==> config.mk <==
export PLATFORM = sky130hd
export DESIGN_NAME = threshold_on_off_duty_timer
export DESIGN_NICKNAME = d
export VERILOG_FILES = /design/src/rtl/tood_pkg.sv /design/src/rtl/tood_cfg.sv /design/src/rtl/tood_core.sv /design/src/rtl/threshold_on_off_duty_timer.sv
export SDC_FILE = /design/constraint.sdc
export NUM_CORES = 1
export LEC_CHECK = 0
export BUFFER_PORTS_ARGS = -buffer_cell sky130_fd_sc_hd__buf_4
export CAP_MARGIN = 20
export CORE_MARGIN = 10
export CORE_UTILIZATION = 30
export CTS_CLUSTER_SIZE = 25
export DETAILED_ROUTE_END_ITERATION = 8
export GPL_TIMING_DRIVEN = 0
export SETUP_SLACK_MARGIN = 0.1
export SLEW_MARGIN = 15
export SYNTH_ARGS = -nofsm -noshare
export SYNTH_HDL_FRONTEND = slang
export SYNTH_SLANG_ARGS = --single-unit
==> constraint.sdc <==
create_clock -name clk -period 3.05 [get_ports clk]
set_input_delay 0.4575 -clock clk [delete_from_list [all_inputs] [get_ports clk]]
set_output_delay 0.4575 -clock clk [all_outputs]
set_load 0.1 [all_outputs]
==> src/rtl/tood_pkg.sv <==
// Shared constants and types for the threshold on/off duty timer.
package tood_pkg;

  localparam int SAMPLE_BITS = 10;
  localparam int TIME_BITS   = 32;

  // Reset value of the level threshold (truncated to the sample width).
  localparam int THRESH_RESET = 512;

  localparam int APB_DATA_BITS = 32;
  localparam int APB_ADDR_BITS = 3;
  localparam int REG_IDX_BITS  = APB_ADDR_BITS - 2;

  localparam logic [REG_IDX_BITS-1:0] REG_LEVEL_THRESHOLD = '0;

  typedef struct packed {
    logic active;
    logic rise;
    logic fall;
  } tood_flags_t;

endpackage

==> src/rtl/tood_cfg.sv <==
// APB register block: holds the level threshold.
module tood_cfg #(
  parameter int SAMPLE_BITS = tood_pkg::SAMPLE_BITS
) (
  input  logic                               clk,
  input  logic                               rst,
  input  logic                               psel,
  input  logic                               penable,
  input  logic                               pwrite,
  input  logic [tood_pkg::APB_ADDR_BITS-1:0] paddr,
  input  logic [tood_pkg::APB_DATA_BITS-1:0] pwdata,
  output logic [tood_pkg::APB_DATA_BITS-1:0] prdata,
  output logic                               pready,
  output logic [SAMPLE_BITS-1:0]             level_threshold
);

  logic [tood_pkg::REG_IDX_BITS-1:0] reg_idx;
  logic                              hit_thresh;

  assign reg_idx    = paddr[tood_pkg::APB_ADDR_BITS-1:2];
  assign hit_thresh = (reg_idx == tood_pkg::REG_LEVEL_THRESHOLD);
  assign pready     = 1'b1;

  always_ff @(posedge clk) begin
    if (rst) begin
      level_threshold <= SAMPLE_BITS'(tood_pkg::THRESH_RESET);
    end else if (psel && penable && pwrite && hit_thresh) begin
      level_threshold <= pwdata[SAMPLE_BITS-1:0];
    end
  end

  always_comb begin
    prdata = '0;
    if (hit_thresh) begin
      prdata = tood_pkg::APB_DATA_BITS'(level_threshold);
    end
  end

endmodule

==> src/rtl/tood_core.sv <==
// Level detection and on/off period timing state, updated once per step.
module tood_core #(
  parameter int SAMPLE_BITS = tood_pkg::SAMPLE_BITS,
  parameter int TIME_BITS   = tood_pkg::TIME_BITS
) (
  input  logic                      clk,
  input  logic                      rst,
  input  logic                      step,
  input  logic [SAMPLE_BITS-1:0]    sample,
  input  logic [TIME_BITS-1:0]      now_ms,
  input  logic [SAMPLE_BITS-1:0]    level_threshold,
  output tood_pkg::tood_flags_t     flags,
  output logic [SAMPLE_BITS-1:0]    last_sample,
  output logic [TIME_BITS-1:0]      on_elapsed,
  output logic [TIME_BITS-1:0]      off_elapsed,
  output logic [TIME_BITS-1:0]      on_prev,
  output logic [TIME_BITS-1:0]      off_prev,
  output logic [TIME_BITS-1:0]      on_count,
  output logic [TIME_BITS-1:0]      off_count
);

  logic                  level_reg;
  logic [TIME_BITS-1:0]  on_start_ms;
  logic [TIME_BITS-1:0]  off_start_ms;

  tood_pkg::tood_flags_t flags_next;
  logic [TIME_BITS-1:0]  on_elapsed_next;
  logic [TIME_BITS-1:0]  off_elapsed_next;
  logic [TIME_BITS-1:0]  on_prev_next;
  logic [TIME_BITS-1:0]  off_prev_next;
  logic [TIME_BITS-1:0]  on_count_next;
  logic [TIME_BITS-1:0]  off_count_next;
  logic [TIME_BITS-1:0]  on_start_ms_next;
  logic [TIME_BITS-1:0]  off_start_ms_next;

  always_comb begin
    flags_next.active = (sample < level_threshold);
    flags_next.rise   = flags_next.active && !level_reg;
    flags_next.fall   = !flags_next.active && level_reg;

    // Running time uses the old start, even on the edge step
    on_elapsed_next  = flags_next.active ? (now_ms - on_start_ms)
                     : (flags_next.fall ? '0 : on_elapsed);
    off_elapsed_next = !flags_next.active ? (now_ms - off_start_ms)
                     : (flags_next.rise ? '0 : off_elapsed);

    on_prev_next      = flags_next.fall ? on_elapsed : on_prev;
    off_prev_next     = flags_next.rise ? off_elapsed : off_prev;
    on_count_next     = flags_next.fall ? on_count + 1'b1 : on_count;
    off_count_next    = flags_next.rise ? off_count + 1'b1 : off_count;
    on_start_ms_next  = flags_next.rise ? now_ms : on_start_ms;
    off_start_ms_next = flags_next.fall ? now_ms : off_start_ms;
  end

  always_ff @(posedge clk) begin
    if (rst) begin
      level_reg    <= 1'b0;
      flags        <= '0;
      last_sample  <= '0;
      on_start_ms  <= '0;
      off_start_ms <= '0;
      on_elapsed   <= '0;
      off_elapsed  <= '0;
      on_prev      <= '0;
      off_prev     <= '0;
      on_count     <= '0;
      off_count    <= '0;
    end else if (step) begin
      level_reg    <= flags_next.active;
      flags        <= flags_next;
      last_sample  <= sample;
      on_start_ms  <= on_start_ms_next;
      off_start_ms <= off_start_ms_next;
      on_elapsed   <= on_elapsed_next;
      off_elapsed  <= off_elapsed_next;
      on_prev      <= on_prev_next;
      off_prev     <= off_prev_next;
      on_count     <= on_count_next;
      off_count    <= off_count_next;
    end
  end

endmodule

==> src/rtl/threshold_on_off_duty_timer.sv <==
// Threshold on/off duty timer: input stage, timing core and result register.
//
// Usage:
//   Input channel (in_valid/in_ready) carries one beat per sample: the
//   converter reading and its millisecond timestamp. Output channel
//   (out_valid/out_ready) returns one beat per input beat, in order, with
//   the level, edge flags, running and last on/off times and period counts.
//   level_threshold is written over the APB port at byte address 0; a
//   sample strictly below it counts as active.
//   An accepted beat moves from the input stage into the result register
//   once that is free or being drained. Throughput: one beat per cycle while
//   out_ready keeps up; each step does one compare, two subtractions, two increments.
//   A stalled output holds its beat; the input stage still takes one more
//   beat, then in_ready drops until the result is taken.
//   Synchronous reset clears all timing state and counters, sets the
//   threshold to its reset value and empties both stages.
module threshold_on_off_duty_timer #(
  parameter int SAMPLE_BITS = tood_pkg::SAMPLE_BITS,
  parameter int TIME_BITS   = tood_pkg::TIME_BITS
) (
  input  logic                               clk,
  input  logic                               rst,
  input  logic                               psel,
  input  logic                               penable,
  input  logic                               pwrite,
  input  logic [tood_pkg::APB_ADDR_BITS-1:0] paddr,
  input  logic [tood_pkg::APB_DATA_BITS-1:0] pwdata,
  output logic [tood_pkg::APB_DATA_BITS-1:0] prdata,
  output logic                               pready,
  input  logic                               in_valid,
  output logic                               in_ready,
  input  logic [SAMPLE_BITS-1:0]             sample,
  input  logic [TIME_BITS-1:0]               now_ms,
  output logic                               out_valid,
  input  logic                               out_ready,
  output logic [SAMPLE_BITS-1:0]             sample_seen,
  output logic                               level_active,
  output logic                               rising_edge,
  output logic                               falling_edge,
  output logic [TIME_BITS-1:0]               on_time_now,
  output logic [TIME_BITS-1:0]               off_time_now,
  output logic [TIME_BITS-1:0]               on_time_last,
  output logic [TIME_BITS-1:0]               off_time_last,
  output logic [TIME_BITS-1:0]               on_periods,
  output logic [TIME_BITS-1:0]               off_periods
);

  logic [SAMPLE_BITS-1:0] level_threshold;
  logic                   stage_valid;
  logic [SAMPLE_BITS-1:0] stage_sample;
  logic [TIME_BITS-1:0]   stage_now;
  logic                   step;
  tood_pkg::tood_flags_t  flags;

  tood_cfg #(
    .SAMPLE_BITS(SAMPLE_BITS)
  ) u_cfg (
    .clk            (clk),
    .rst            (rst),
    .psel           (psel),
    .penable        (penable),
    .pwrite         (pwrite),
    .paddr          (paddr),
    .pwdata         (pwdata),
    .prdata         (prdata),
    .pready         (pready),
    .level_threshold(level_threshold)
  );

  // Advance the staged beat when the result register is free or being drained
  assign step     = stage_valid && (!out_valid || out_ready);
  assign in_ready = !stage_valid || step;

  always_ff @(posedge clk) begin
    if (rst) begin
      stage_valid <= 1'b0;
      out_valid   <= 1'b0;
    end else begin
      if (in_ready) begin
        stage_valid <= in_valid;
      end
      if (step) begin
        out_valid <= 1'b1;
      end else if (out_ready) begin
        out_valid <= 1'b0;
      end
    end
  end

  always_ff @(posedge clk) begin
    if (in_valid && in_ready) begin
      stage_sample <= sample;
      stage_now    <= now_ms;
    end
  end

  tood_core #(
    .SAMPLE_BITS(SAMPLE_BITS),
    .TIME_BITS  (TIME_BITS)
  ) u_core (
    .clk            (clk),
    .rst            (rst),
    .step           (step),
    .sample         (stage_sample),
    .now_ms         (stage_now),
    .level_threshold(level_threshold),
    .flags          (flags),
    .last_sample    (sample_seen),
    .on_elapsed     (on_time_now),
    .off_elapsed    (off_time_now),
    .on_prev        (on_time_last),
    .off_prev       (off_time_last),
    .on_count       (on_periods),
    .off_count      (off_periods)
  );

  assign level_active = flags.active;
  assign rising_edge  = flags.rise;
  assign falling_edge = flags.fall;

endmodule

## Yosys cells after proc, flatten, opt, wreduce, memory -nomap -nowiden

Cells that the tools add are included.

- Add/sub/neg operators: 4
- $lt $le $gt $ge: 1
- Equal/unequal tests: 1
- Mux-type cells: 7
- Bitwise logic cells: 1
- Reduce and logical (&&, ||, !) cells: 19

Operators with widths:

| cell | number |
|---|---|
| $mux 32 | 4 |
| $add 32x1->32 const B | 2 |
| $sub 32x32->32 | 2 |
| $lt 10x10->1 | 1 |
| $mux 10 | 1 |
| $reduce_and 2->1 | 4 |
| $logic_and 1x1->1 | 7 |
| $logic_not 1->1 | 4 |
| $reduce_bool 2->1 | 2 |
| $logic_or 1x1->1 | 2 |
| $mux 1 | 2 |
| $ne 2x2->1 const B | 1 |
| $not 1->1 | 1 |

- Flip-flop bits (word level): 323
- Logic and storage cells: 50

## Depth between registers and ports, before layout

Gate-level depths: netlist of the first run.

- Depth after elaboration: 5
- Gate-level depth with buffers: 13

## Hierarchy

A second synthesis of the first run with hierarchy kept.

- Cells, all modules: 1,819
- Area, all modules: 15,334.7 µm²

By module, submodules not included:

| module | instances | cells an instance | area an instance (µm²) |
|---|---|---|---|
| tood_core | 1 | 1,687 | 13,274.0 |
| threshold_on_off_duty_timer | 1 | 52 | 1,365.1 |
| tood_cfg | 1 | 80 | 695.7 |

## Worst setup path before layout of the first run

No wires, ideal clock.

- Path type: register to register
- Start: reg u_core.off_count[3]
- End: reg u_core.off_count[31]
- Setup time: 0.070 ns
- Arrival time: 3.106 ns
- Required time: 2.980 ns
- Path slack: -0.126 ns
- Cell stages (with the launch flop): 10
- Clock period less this slack: 3.176 ns
- Path through: dfxtp_1 > and4_1 > and4_1 > nand4_1 > nor4_2 > nand3_1 > nor2_2 > nand3_1 > or3_1 > a21oi_1

- Longest elaborated chain between the ends: 1

Ends and longest elaborated chain:

| element | RTL line | text |
|---|---|---|
| start: declaration | tood_core.sv:19 | `output logic [TIME_BITS-1:0] off_count` |
| start signal: assignment | tood_core.sv:79 | `off_count <= off_count_next;` |
| $add 32x1->32 | tood_core.sv:50 | `off_count_next = flags_next.rise ? off_count + 1'b1 : off_count;` |

Every way passes these cells.
A chain may end at the register's enable or synchronous reset.

## Final worst setup path of the first run

- Start: reg stage_sample[6]
- End: reg u_core.off_count[24]

- Longest elaborated chain between the ends: 3

Ends and longest elaborated chain:

| element | RTL line | text |
|---|---|---|
| start: declaration | threshold_on_off_duty_timer.sv:50 | `logic [SAMPLE_BITS-1:0] stage_sample;` |
| start signal: assignment | threshold_on_off_duty_timer.sv:92 | `stage_sample <= sample;` |
| $lt 10x10->1 | tood_core.sv:37 | `flags_next.active = (sample < level_threshold);` |
| $logic_and 1x1->1 | tood_core.sv:38 | `flags_next.rise = flags_next.active && !level_reg;` |
| $reduce_and 2->1 (no line) | n/a |  |

Every way passes these cells.

==> results of run 1 <==
==> kinds of logic (layout without fill, tap and decap cells) <==
| kind of cell | after synthesis | after routing | synth area share (%) |
|---|---|---|---|
| AND/OR/NAND/NOR | 697 | 697 | 19.88 |
| other | 2 | 23 | 0.04963 |
| AO/OA/AOI/OAI | 437 | 437 | 17.04 |
| XOR/XNOR | 93 | 93 | 5.382 |
| adder cells (fa/ha/maj) | 76 | 76 | 6.333 |
| flip-flops | 323 | 323 | 45.51 |
| multiplexers | 3 | 3 | 0.2067 |
| buffers and inverters | 201 | 563 | 5.597 |
==> report_power, final <==
group          switching, mW  total, mW  internal [mW]
clock network           1.81       4.45           2.64
registers              0.119       4.55           4.43
logic                   1.29       1.84          0.548
==> registers in the layout (all words and copies together), names as in the netlist, 32 cells and up <==
register / count
stage_now: 32
u_core.on_elapsed: 32
u_core.off_count: 32
u_core.on_count: 32
u_core.off_prev: 32
u_core.off_elapsed: 32
u_core.on_prev: 32
u_core.on_start_ms: 32
u_core.off_start_ms: 32
==> per-stage QoR <==
step	power [mW]	util, %	instances	setup slack (ns)
2_1_floorplan	5.887	-	1853	0.1238
3_3_place_gp	6.340	36.29	2801	-1.140
3_5_place_dp	6.357	36.32	2802	-0.9086
4_1_cts	10.90	39.28	2880	0.06145
5_1_grt	11.28	40.13	2887	-0.01499
6_report	10.84	40.13	2887	0.08516
==> metal layers <==
layer | vias to the layer above | global-route usage, % | part of all wire (%)
met5 | - | 0 | 0
met4 | 0 | 7.689 | 4.2
met3 | 90 | 3.466 | 6.2
met2 | 376 | 27.04 | 47
met1 | 6298 | 19.45 | 43
li1 | 6930 | - | -
==> timing repair <==
action | CTS | global route
hold buffers | 0 | 0
gates resized for setup | 57 | 109
gates cloned | 0 | 1
buffers inserted | 11 | 6
pin swaps | 9 | 22
hold endpoints to repair | 0 | 0
endpoints found under the setup margin | 214 | 153
==> cells in the final DEF, fill, tap and decap left out, types with 9 or more instances in the layout <==
cell type / n
nand2_1: 386
buf_4: 320
dfxtp_1: 277
a21oi_1: 209
nor2_1: 135
inv_1: 87
o21ai_0: 66
clkbuf_1: 65
ha_1: 63
xor2_1: 60
edfxtp_1: 42
clkbuf_16: 38
nand3_1: 35
xnor2_1: 32
a21o_1: 31
a31oi_1: 31
nand4_1: 27
conb_1: 23
and3_1: 17
nand2b_1: 16
nor3_1: 15
o21a_1: 13
or3_1: 13
clkbuf_2: 11
nor2b_1: 9
==> worst paths after layout <==
check,to,startpoint,cells after the start
min,stage_sample[3]$_DFFE_PP_,sample[3],1
max,u_core.off_count[24]$_SDFFE_PP0P_,stage_sample[6]$_DFFE_PP_,12
min reg2reg,u_cfg.level_threshold[8]$_SDFFE_PP0P_,u_cfg.level_threshold[8]$_SDFFE_PP0P_,2
max reg2reg,u_core.off_count[24]$_SDFFE_PP0P_,stage_sample[6]$_DFFE_PP_,12
==> area by class of cell <==
type	instances	area share, %
Buffer	111	3.032
Multi-Input combinational cell	1329	39.49
Timing Repair Buffer	296	11.19
Inverter	89	1.666
Tap cell	672	4.193
Clock buffer	51	5.135
Clock inverter	16	0.9297
Sequential cell	323	34.37
==> insert_results.sql, run 1 <==
INSERT INTO impl_metrics (metric_group, metric, value, unit) VALUES
('setup_path', 'endpoint_kind', 'flip-flop', ''),
('floorplanning', 'pin_count', '324', ''),
('power', 'leakagePower', '7.848', 'nW'),
('clock_tree', 'worstSkewPairLatency', '0.55', 'ns'),
('synth', 'synth.most_common_cell', 'nand2_1', ''),
('power', 'power_density', '540.8', 'nW/um2'),
('setup_path', 'critical-path-max-stage-delay', '0.40', 'ns'),
('timing', 'hold_ws', '0.08524', 'ns'),
('floorplanning', 'floorplan.rows', '82', ''),
('floorplanning', 'die_h', '244.6', 'um'),
('timing', 'max_slew_margin', '33.63', '%'),
('timing', 'finClkSkew', '0.03463', 'ns'),
('placement', 'hpwl', '39.74', 'mm'),
('synth', 'distinct_cell_type_count_after_synthesis', '68', ''),
('detailed_routing', 'drt_pre_antenna_iters', '5', ''),
('floorplanning', 'standard_cell_core_area', '49970', 'um2'),
('synth', 'synth.cell_area', '15130', 'um2'),
('timing', 'timing_worst_slew_pin_value', '0.9955', 'ns'),
('worst_hold_path', 'worst_hold_path_type', 'input port to flip-flop', ''),
('setup_path', 'worstPathCellList', 'ha_1 > o21a_1 > o21ai_4 > nor2_4 > a211o_4 > a211oi_4 > and3_1 > buf_6 > nand2_4 > buf_6 > or3_1 > a21oi_2', ''),
('setup_path', 'crit_fanout', '5', ''),
('clock_tree', 'clock_sink_total', '323', ''),
('timing', 'timing_hold_violations_final', '0', ''),
('global_route', 'maximum_number_of_pins_on_one_net_before_global_route_repair', '43', ''),
('clock_tree', 'tritoncts.num_buffers', '37', ''),
('timing', 'post-route-period-util', '97.21', '%'),
('floorplanning', 'die_area', '59830', 'um2'),
('detailed_routing', 'vias', '13690', ''),
('floorplanning', 'initial_core_util', '30.29', '%'),
('synth', 'synthesis.yosys.warnings', '0', ''),
('global_route', 'grt_antenna_before_repair', '0', ''),
('setup_path', 'critical_path.n_buffers_inverters', '2', ''),
('synth', 'synth_enable_flop_cells', '42', ''),
('setup_path', 'worst_setup_path_start_kind', 'flip-flop', ''),
('cells_and_area', 'layout.nets', '2347', ''),
('clock_tree', 'cts_tree', 'yes', ''),
('clock_tree', 'clock_tree.root_cell', 'clkbuf_16', ''),
('detailed_routing', 'finalWirelength', '50.89', 'mm'),
('setup_path', 'worst-setup-path-type', 'flip-flop to flip-flop', ''),
('synth', 'synth-seq-area-share', '45.51', '%'),
('cells_and_area', 'design_area_final', '20050', 'um2'),
('setup_path', 'cp_max_stage_cell', 'edfxtp_1', ''),
('detailed_routing', 'detail_route.drc_violations', '0', ''),
('placement', 'io_buffers', '276', ''),
('timing', 'fmax', '337.3', 'MHz'),
('cells_and_area', 'diodes', '0', ''),
('cells_and_area', 'share_of_post_route_cells_with_drive_strength_above_1', '21.76', '%'),
('timing', 'slew_violations', '0', ''),
('synth', 'synthTopCellsByCount', 'nand2_1, dfxtp_1, a21oi_1', ''),
('cells_and_area', 'multi_input_comb_area', '7919', 'um2'),
('timing', 'setup-tns-final', '0', 'ns'),
('timing', 'post_route_minimum_period', '2.965', 'ns'),
('cells_and_area', 'seq_area', '6892', 'um2'),
('job', 'timing.max_cap.violations', '0', ''),
('setup_path', 'cp_common_cell', 'buf_6', ''),
('clock_tree', 'cts_max_level', '2', ''),
('detailed_routing', 'detail_route.iter0.violations', '745', ''),
('cells_and_area', 'layout.filler_cells', '5017', ''),
('synth', 'synthArstFlopShare', '0', '%'),
('synth', 'synth_area_leaders', 'dfxtp_1, nand2_1, edfxtp_1', ''),
('placement', 'placement.cell_area', '18150', 'um2'),
('timing', 'setup-violations-final', '0', ''),
('timing', 'grt_setup_unrepaired', 'true', ''),
('detailed_routing', 'vias_per_cell', '4.743', ''),
('synth', 'synthesis.area_per_instance', '8.261', 'um2'),
('global_route', 'via_count_of_the_first_global_routing_pass', '13370', ''),
('run_status', 'outcome', 'finished clean', ''),
('synth', 'synth_flop_cell', 'dfxtp_1', ''),
('synth', 'synth-seq-cells', '323', ''),
('setup_path', 'slack_of_the_worst_reg_to_reg_path', '0.09', 'ns'),
('synth', 'syn-instance-count', '1832', '');
No activity file was read; power rests on OpenSTA's default activity.
==> inputs of run 2 (changes only) <==
- CTS_BUF_LIST: unset -> sky130_fd_sc_hd__clkbuf_2
==> run 2 against run 1 <==
  * Cell area is 4.0% higher
  * Fmax is 0.75% lower
  * Via count is 5.9% higher
  * Die area stayed put
  * Flip-flop and latch count stayed put
  * Clock skew is 0.048 ns higher
  * Global-route usage is 0.65 points higher
  * Utilization is 1.6 points higher
  * Combinational power is 9.8% higher
==> insert_results.sql, run 2 (synthesis gave the netlist of run 1 again) <==
INSERT INTO impl_metrics (metric_group, metric, value, unit) VALUES
('timing', 'max_slew_margin', '28.05', '%'),
('setup_path', 'worst_setup_path_start_kind', 'flip-flop', ''),
('timing', 'timing_hold_violations_final', '0', ''),
('floorplanning', 'die_h', '244.6', 'um'),
('worst_hold_path', 'worst_hold_path_type', 'input port to flip-flop', ''),
('setup_path', 'worst-setup-path-type', 'flip-flop to flip-flop', ''),
('placement', 'pre_cts_ws', '-0.9086', 'ns'),
('setup_path', 'worstPathCellList', 'ha_1 > o21a_1 > o21ai_2 > nor2_2 > a211o_1 > buf_6 > buf_6 > a21oi_4 > buf_12 > nand2_8 > and3_4 > clkbuf_16 > nand2_2 > o21ai_1', ''),
('placement', 'hpwl', '39.74', 'mm'),
('global_route', 'grt_overflow_total', '0', ''),
('floorplanning', 'standard_cell_core_area', '49970', 'um2'),
('cells_and_area', 'share_of_post_route_cells_with_drive_strength_above_1', '26.22', '%'),
('global_route', 'grt_antenna_before_repair', '2', ''),
('clock_tree', 'worstSkewPairLatency', '1.03', 'ns'),
('timing', 'setup-tns-final', '0', 'ns'),
('floorplanning', 'initial_core_util', '30.29', '%'),
('detailed_routing', 'ant_nets', '0', ''),
('cells_and_area', 'final-instance-count-excl-fill', '3071', ''),
('timing', 'timing_worst_slew_pin_value', '1.079', 'ns'),
('detailed_routing', 'vias_per_cell', '4.721', ''),
('power', 'leakagePower', '8.437', 'nW'),
('cells_and_area', 'area_growth', '37.78', '%'),
('setup_path', 'endpoint_kind', 'flip-flop', ''),
('placement', 'placement.cell_area', '18150', 'um2'),
('setup_path', 'critical-path-max-stage-delay', '0.42', 'ns'),
('detailed_routing', 'detail_route.drc_violations', '0', ''),
('floorplanning', 'pin_count', '324', ''),
('placement', 'io_buffers', '276', ''),
('setup_path', 'worst-endpoint-required', '3.89', 'ns'),
('detailed_routing', 'vias', '14500', ''),
('timing', 'slew_violations', '0', ''),
('cells_and_area', 'layout_commonest_cell', 'nand2_1', ''),
('clock_tree', 'clock_path_buffers', '3', ''),
('timing', 'finClkSkew', '0.08266', 'ns'),
('detailed_routing', 'finalWirelength', '53.20', 'mm'),
('power', 'vdd.ir_drop.worst', '0.2557', 'mV'),
('floorplanning', 'floorplan.rows', '82', ''),
('timing', 'post_route_minimum_period', '2.987', 'ns'),
('timing', 'fmax', '334.8', 'MHz'),
('placement', 'routabilityCongestion', '0.8751', ''),
('clock_tree', 'tritoncts.num_buffers', '92', ''),
('setup_path', 'r2r-start', 'stage_sample[6]$_DFFE_PP_', ''),
('setup_path', 'reg2reg_depth', '14', ''),
('global_route', 'wire_length_of_the_first_global_routing_pass', '79.69', 'mm'),
('setup_path', 'critPathTopFamily', 'compound AO/OA/AOI/OAI gates', ''),
('setup_path', 'cp_common_cell', 'buf_6', ''),
('global_route', 'gr-usage-all-layers', '16.81', '%'),
('timing', 'setup-violations-final', '0', ''),
('cells_and_area', 'layout.nets', '2492', ''),
('global_route', 'grt_use_met2', '28.33', '%'),
('worst_hold_path', 'hold_path_startpoint', 'sample[7]', ''),
('clock_tree', 'clock_sink_total', '323', ''),
('global_route', 'maximum_number_of_pins_on_one_net_before_global_route_repair', '43', ''),
('worst_hold_path', 'min_to', 'stage_sample[7]$_DFFE_PP_', ''),
('global_route', 'via_count_of_the_first_global_routing_pass', '14340', ''),
('cells_and_area', 'design_area_final', '20850', 'um2'),
('setup_path', 'critical_path.n_buffers_inverters', '4', ''),
('placement', 'place_inst', '2802', ''),
('setup_path', 'cp_max_stage_cell', 'edfxtp_1', ''),
('clock_tree', 'clk_transition_reported_paths', '0.11', 'ns'),
('timing', 'post-route-period-util', '97.94', '%'),
('setup_path', 'critical_path_arrival', '3.83', 'ns'),
('cells_and_area', 'most-common-layout-cells', 'nand2_1, buf_4, dfxtp_1, a21oi_1, clkbuf_2', ''),
('timing', 'fin_ws', '0.06290', 'ns'),
('detailed_routing', 'detail_route.iter0.violations', '669', ''),
('timing', 'grt_setup_unrepaired', 'true', ''),
('clock_tree', 'cts_max_level', '3', ''),
('setup_path', 'crit_fanout', '9', ''),
('job', 'timing.max_cap.violations', '0', ''),
('floorplanning', 'die_area', '59830', 'um2'),
('global_route', 'gr-max-usage-layer', 'met2', ''),
('global_route', 'met3_usage_in_global_routing', '4.262', '%'),
('floorplanning', 'die-width', '244.6', 'um'),
('global_route', 'groute.layer.met1.usage', '19.69', '%'),
('run_status', 'outcome', 'finished clean', ''),
('setup_path', 'crit-reg2reg-capture', 'u_core.on_elapsed[22]$_SDFFE_PP0P_', ''),
('worst_hold_path', 'timing.hold.worst_path_depth', '2', ''),
('setup_path', 'slack_of_the_worst_reg_to_reg_path', '0.06', 'ns'),
('detailed_routing', 'drt_pre_antenna_iters', '5', ''),
('detailed_routing', 'avgRoutedWirePerCell', '17.32', 'um'),
('clock_tree', 'cts_tree', 'yes', ''),
('power', 'power_density', '472.3', 'nW/um2'),
('clock_tree', 'clock_tree.root_cell', 'clkbuf_2', ''),
('power', 'total_power', '9.847', 'mW');
==> run 2: cell count changes in the layout (fill, tap and decap cells not counted), sizes merged <==
cell | previous run | this run
clkbuf | 125 | 209
dlygate4sd3 | 0 | 67
buf | 333 | 361
diode | 0 | 4
clkinv | 13 | 14
==> run 2: metal layers <==
metal	vias to the layer above	part of all wire [%]	wire [um]
met2	452	48	25420
met4	0	3.7	1942
met5	-	0	0
li1	7282	-	-
met1	6653	42	22530
met3	111	6.2	3313
==> run 2: layout make-up <==
class | instances | area [um2]
antenna | 4 | 10.01
buffer | 111 | 648.1
clock buffer | 140 | 700.7
clock inverter | 17 | 145.1
fill | 4940 | 29120
inverter | 89 | 334.1
multi-input combinational | 1329 | 8079
sequential | 323 | 6892
tap | 672 | 840.8
timing repair buffer | 386 | 3201
==> run 2: stage by stage <==
step / hold slack, ns / utilization (%)
after floorplan: 0.4363 / -
after global placement: 0.4417 / 36.29
after detailed placement: 0.4465 / 36.32
after CTS: 0.01623 / 40.32
after global routing: 0.02722 / 41.73
final: 0.1490 / 41.73
==> run 2: what timing repair did <==
item,4_1_cts,5_1_grt
setup endpoints to repair,220,200
cloned,0,5
hold buffers,67,0
pin swaps,18,30
endpoints found under the hold margin,60,0
buffers inserted,20,16
gates resized for setup,95,138
==> run 2: where the power goes <==
| group | total (mW) | internal, mW | switching, mW | leakage [nW] |
|---|---|---|---|---|
| Clock | 3.28 | 1.45 | 1.83 | 0.653 |
| Sequential | 4.55 | 4.43 | 0.121 | 2.68 |
| Combinational | 2.02 | 0.659 | 1.36 | 5.10 |
==> run 2: worst max-delay path by stage <==
stage | startpoint | cells past startpoint | slack, ns | end
global route | out_valid$_SDFFE_PP0P_ | 6 | -0.03 | u_core.off_elapsed[31]$_SDFFE_PP0P_
finish | stage_sample[6]$_DFFE_PP_ | 14 | 0.06 | u_core.on_elapsed[22]$_SDFFE_PP0P_
floorplan | u_core.off_count[8]$_SDFFE_PP0P_ | 8 | 0.12 | u_core.off_count[31]$_SDFFE_PP0P_
global placement | stage_sample[7]$_DFFE_PP_ | 12 | -1.14 | u_core.on_count[25]$_SDFFE_PP0P_
CTS | stage_now[2]$_DFFE_PP_ | 11 | 0.09 | u_core.on_elapsed[28]$_SDFFE_PP0P_
detailed placement | stage_sample[6]$_DFFE_PP_ | 10 | -0.91 | u_core.on_start_ms[1]$_SDFFE_PP0P_
